[config.mk]
export PLATFORM = sky130hd
export DESIGN_NAME = sst_group_scan
export DESIGN_NICKNAME = d
export VERILOG_FILES = /design/src/sv/sst_pkg.sv /design/src/sv/sst_group_scan.sv
export SDC_FILE = /design/constraint.sdc
export NUM_CORES = 1
export LEC_CHECK = 0
export ABC_AREA = 1
export BUFFER_PORTS_ARGS = -buffer_cell sky130_fd_sc_hd__buf_2
export CORE_AREA = 4 4 56 58
export DETAILED_ROUTE_END_ITERATION = 7
export DIE_AREA = 0 0 60 62
export GPL_TIMING_DRIVEN = 0
export PLACE_DENSITY = 0.73
export SETUP_SLACK_MARGIN = 0.15
export SLEW_MARGIN = 5
export SYNTH_ARGS = -nofsm -noshare
export SYNTH_HDL_FRONTEND = slang
export SYNTH_SLANG_ARGS = --single-unit
[constraint.sdc]
create_clock -name vclk -period 3.65
set_clock_uncertainty 0.05 [all_clocks]
set_input_delay 0.73 -clock vclk [all_inputs]
set_output_delay 0.73 -clock vclk [all_outputs]
set_load 0.01 [all_outputs]
[src/sv/sst_pkg.sv]
// ----------------------------------------------------------------------------
// sst_pkg
// shared sizes, command and status codes and scan unit types for the
// sparse slot table
// ----------------------------------------------------------------------------
package sst_pkg;

   localparam int DEPTH       = 256;
   localparam int GROUPS      = 16;
   localparam int GROUP_SIZE  = DEPTH / GROUPS;
   localparam int VALUE_W     = 32;
   localparam int ADDR_W      = $clog2(DEPTH);
   localparam int GRP_W       = $clog2(GROUPS);
   localparam int OFF_W       = $clog2(GROUP_SIZE);
   localparam int SLOT_W      = 9;
   localparam int CNT_W       = $clog2(GROUP_SIZE + 1);
   localparam int CMD_W       = 2;
   localparam int STAT_W      = 2;

   localparam logic [SLOT_W-1:0] CAP_MAX        = SLOT_W'(DEPTH);
   localparam logic [CNT_W-1:0]  GRP_CNT_INIT   = CNT_W'(GROUP_SIZE);
   localparam logic [GRP_W-1:0]  LAST_GROUP     = GRP_W'(GROUPS - 1);

   localparam logic [CMD_W-1:0] CMD_READ    = 2'd0;
   localparam logic [CMD_W-1:0] CMD_WRITE   = 2'd1;
   localparam logic [CMD_W-1:0] CMD_RELEASE = 2'd2;
   localparam logic [CMD_W-1:0] CMD_FIND    = 2'd3;

   localparam logic [STAT_W-1:0] STAT_OK        = 2'd0;
   localparam logic [STAT_W-1:0] STAT_BAD_INDEX = 2'd1;
   localparam logic [STAT_W-1:0] STAT_NOT_FOUND = 2'd2;

   typedef struct packed {
      logic [GRP_W-1:0]      group;
      logic [SLOT_W-1:0]     lo;
      logic [SLOT_W-1:0]     cap;
      logic [GROUP_SIZE-1:0] bits;
   } scan_req_type;

   typedef struct packed {
      logic              hit;
      logic [SLOT_W-1:0] index;
   } scan_rsp_type;

endpackage

[src/sv/sst_group_scan.sv]
// ----------------------------------------------------------------------------
// sst_group_scan
// lowest set bit of one group's slot mask, bounded below by a start index
// and above by the capacity
// ----------------------------------------------------------------------------
module sst_group_scan (
   input  sst_pkg::scan_req_type scan_req,
   output sst_pkg::scan_rsp_type scan_rsp
);
   import sst_pkg::*;

   always_comb begin
      logic [SLOT_W-1:0] cand;
      cand           = '0;
      scan_rsp.hit   = 1'b0;
      scan_rsp.index = '0;
      // walk down so the lowest qualifying slot wins
      for (int j = GROUP_SIZE - 1; j >= 0; j--) begin
         cand = {1'b0, scan_req.group, OFF_W'(j)};
         if (scan_req.bits[j] && (cand >= scan_req.lo) && (cand < scan_req.cap)) begin
            scan_rsp.hit   = 1'b1;
            scan_rsp.index = cand;
         end
      end
   end

endmodule

; Word level (Yosys, flattened, before mapping)
; Cells that the tools add are included.
[totals]
word_cells = 80
out_inout_bits = 10
in_bits = 38
ff_bits = 0
[classes]
n_lt_le_gt_ge = 32
n_mux = 16
reduce_logical = 32
[op_table]
columns = op, count
row1 = two-way mux 10 bit, 16
row2 = >= comparator 8 x 9 -> 1 bit, 16
row3 = less-than comparator 8 x 9 -> 1 bit, 16
row4 = logical AND 1 bit, 32

; Longest topological paths before layout
[logic_depth]
ltp_word = 19
ltp_mapped = 24
depth_no_buf = 24

; Worst setup path after synthesis
; OpenSTA, ideal clock, no wires.
[synth_timing]
path_type = in2out
start = in scan_req[31] (netlist bit)
end = out scan_rsp[2] (netlist bit)
setup_slack_ns = 0.471
path_stages = 14
arrival_ns = 2.399
t_required_ns = 2.870
cell_sequence = inv_1 ha_1 nand2_1 nand2_1 nand2_1 nand2_1 a21oi_1 inv_1 a31oi_1 nor4_2 inv_1 nand2_1 nor3_2 a21boi_0
[synth_lines]
columns = element, line
row1 = start: declaration, sst_group_scan.sv:7  ; input sst_pkg::scan_req_type scan_req,
row2 = end: declaration, sst_group_scan.sv:8  ; output sst_pkg::scan_rsp_type scan_rsp

==> metrics.cfg <==
[outcome]
status = finished clean

[critical_path]
crit_path_end_kind = primary output
crit_end = scan_rsp[7]
required_ns = 2.87
cp_num_cells = 17
cp_common_cell = nand2_2
critPathTopFamily = simple AND/OR/NAND/NOR gates
critPathMaxStageDelay_ns = 0.23
cp.buffers_inverters = 3
cp_max_fo = 5
critPathKind = input pin to primary output
cp_slowest_cell = ha_4
arrival_ns = 2.69
crit_start = scan_req[36]
crit_chain = buf_2, ha_4, nand2_2, nand2_2, nand2_2, nand2_4, a21oi_1, inv_1, nor2_2, o21ai_0, nand3_1, nand2_1, nor2_4, nand2_4, nor2_4, nor2_1, buf_2
crit_path_start_kind = input pin

[floorplan]
io_pins = 48
die_x_um = 60
fp.dieH_um = 62
start_util = 0.425
die_area_sq_um = 3720
num_rows = 19
coreArea_sq_um = 2660

[power]
p_leak_nw = 0.948
seq_power_share = 0
power_frac_clock = 0
switching_power_w = 0.000160
swShare = 0.594
intPower_w = 0.000109
power_frac_comb = 1.000
vdd_drop_max_mv = 0.109
p_per_area_nw_per_um2 = 162

[job]
drv_cap = 0

[finish]
fin_nets = 315
clkbuf_count = 0
fill_cells = 274
nFlopsAndLatches = 0
stdcell_count = 296
post-route-util = 0.624
drive_above_1_share = 0.438
antennaDiodeCount = 0
final_common_cell = buf_2
most-common-layout-cells = 47 x buf_2, 45 x nand2_1, 42 x inv_1
area_growth_pct = 46.8
regArea_sq_um = 0

[routing]
via_per_inst = 5.00
drt_pass1_iterations = 4
drt_iter0_markers = 69
drc = 0
wl_per_cell_um = 11.8
routed_wl_um = 3510
ant_nets = 0
vias = 1479

[grt]
grt_antenna_before_repair = 0
grt_pass1_vias = 1285
grt_start_max_net_pins = 11
grt_pass1_wl_um = 5280
grt_remaining_overflow = 0
track_usage = 0.177

[placement]
pre_cts_ws_ns = -0.0710
place_congestion = 0.925
dp_hpwl_um = 2730
port_buffers = 47
place_inst = 289

[sta]
setup_violations = 0
slew_violations = 0
period_share = 0.949
fmax_mhz = 289
tns_ns = 0
fin_crit_ns = 3.47
rsz0062_at_grt = yes
hold_violations = 0
hold_slack_ns = 1.76
timing.final.ws_setup_ns = 0.184

[synthesis]
netlist_instances = 211
ys_warn_count = 0
syn_area_sq_um = 1130
yosysSeqAreaShare = 0
yosysUniqueCellTypes = 36
syn-num-nets = 259
avgSynthCellArea_sq_um = 5.36

[min_path]
hold_path_class = input pin to primary output

[clock_network]
cts.hold.buffers_added = 0

-- cells in the mapped netlist, drive strengths merged --
master	number	area, sq um
buf	2	18.8
nand4	6	37.5
a21boi	2	15.0
a31oi	6	37.5
inv	47	176
nor2	35	173
nor3b	1	7.51
a21oi	7	53.8
o21bai	1	7.51
o21ai	10	61.3
nand2	61	251
nor3	4	25.0
conb	1	3.75
nor4	1	12.5
a2111oi	1	15.0
clkinv	1	5.00
o2111ai	2	17.5
nand3	10	60.1
nand3b	1	7.51
o31ai	2	20.0
ha	10	125
-- worst min-delay path by stage --
| stage | start | end | slack [ns] | depth (start not counted) |
|---|---|---|---|---|
| global placement | scan_req[36] | scan_rsp[6] | 1.74 | 4 |
| global route | scan_req[36] | scan_rsp[6] | 1.79 | 4 |
| finish | scan_req[35] | scan_rsp[5] | 1.76 | 4 |
| CTS | scan_req[35] | scan_rsp[5] | 1.75 | 4 |
| floorplan | scan_req[36] | scan_rsp[6] | 1.50 | 2 |
| detailed placement | scan_req[36] | scan_rsp[6] | 1.74 | 4 |
-- layout make-up --
class | instances | area [sq um] | share of cell area
buffer | 2 | 18.8 | 0.0113
multi-input combinational | 162 | 1140 | 0.684
inverter | 48 | 183 | 0.110
tap | 31 | 38.8 | 0.0234
timing repair buffer | 53 | 284 | 0.171
-- cells by family after synthesis --
family,after synthesis,share of synthesized area
other,1,0.00332
buffers and inverters,50,0.177
adders and majority gates,10,0.111
AOI/OAI and AO/OA,31,0.201
and+or+nand+nor,119,0.508
-- per-stage QoR --
step | cell area [sq um] | total power, W
after floorplan | 1130 | 0.000149
after global placement | 1410 | 0.000217
after detailed placement | 1410 | 0.000220
after CTS | 1500 | 0.000235
after global routing | 1660 | 0.000300
final | 1660 | 0.000269
-- layer usage --
| layer | vias to the layer above | wire length [um] | global-route usage | share of wire |
|---|---|---|---|---|
| met5 | - | 0 | 0 | 0 |
| met4 | 0 | 91 | 0.0190 | 0.026 |
| met3 | 8 | 190 | 0.00826 | 0.054 |
| met2 | 52 | 1710 | 0.324 | 0.49 |
| met1 | 635 | 1510 | 0.237 | 0.43 |
| li1 | 784 | - | - | - |
-- power groups by stage --
| stage | sequential (W) | combinational (W) | clock (W) |
|---|---|---|---|
| global route | 0 | 0.000300 | 0 |
| floorplan | 0 | 0.000149 | 0 |
| finish | 0 | 0.000269 | 0 |
| global placement | 0 | 0.000217 | 0 |
| CTS | 0 | 0.000235 | 0 |
| detailed placement | 0 | 0.000220 | 0 |
-- what timing repair did --
item                                    in CTS  in global routing
cloned                                       0                  2
gates resized for setup                     15                 31
buffers inserted                             2                  3
endpoints found under the hold margin        0                  0
endpoints found under the setup margin       9                  9
pin swaps                                    6                 18
-- tightest hold or removal path, stage by stage --
cell and delay, ns:
buf_2 0.13, inv_1 0.06, nor2_2 0.03, buf_2 0.13
(Power assumes the default switching activity.)
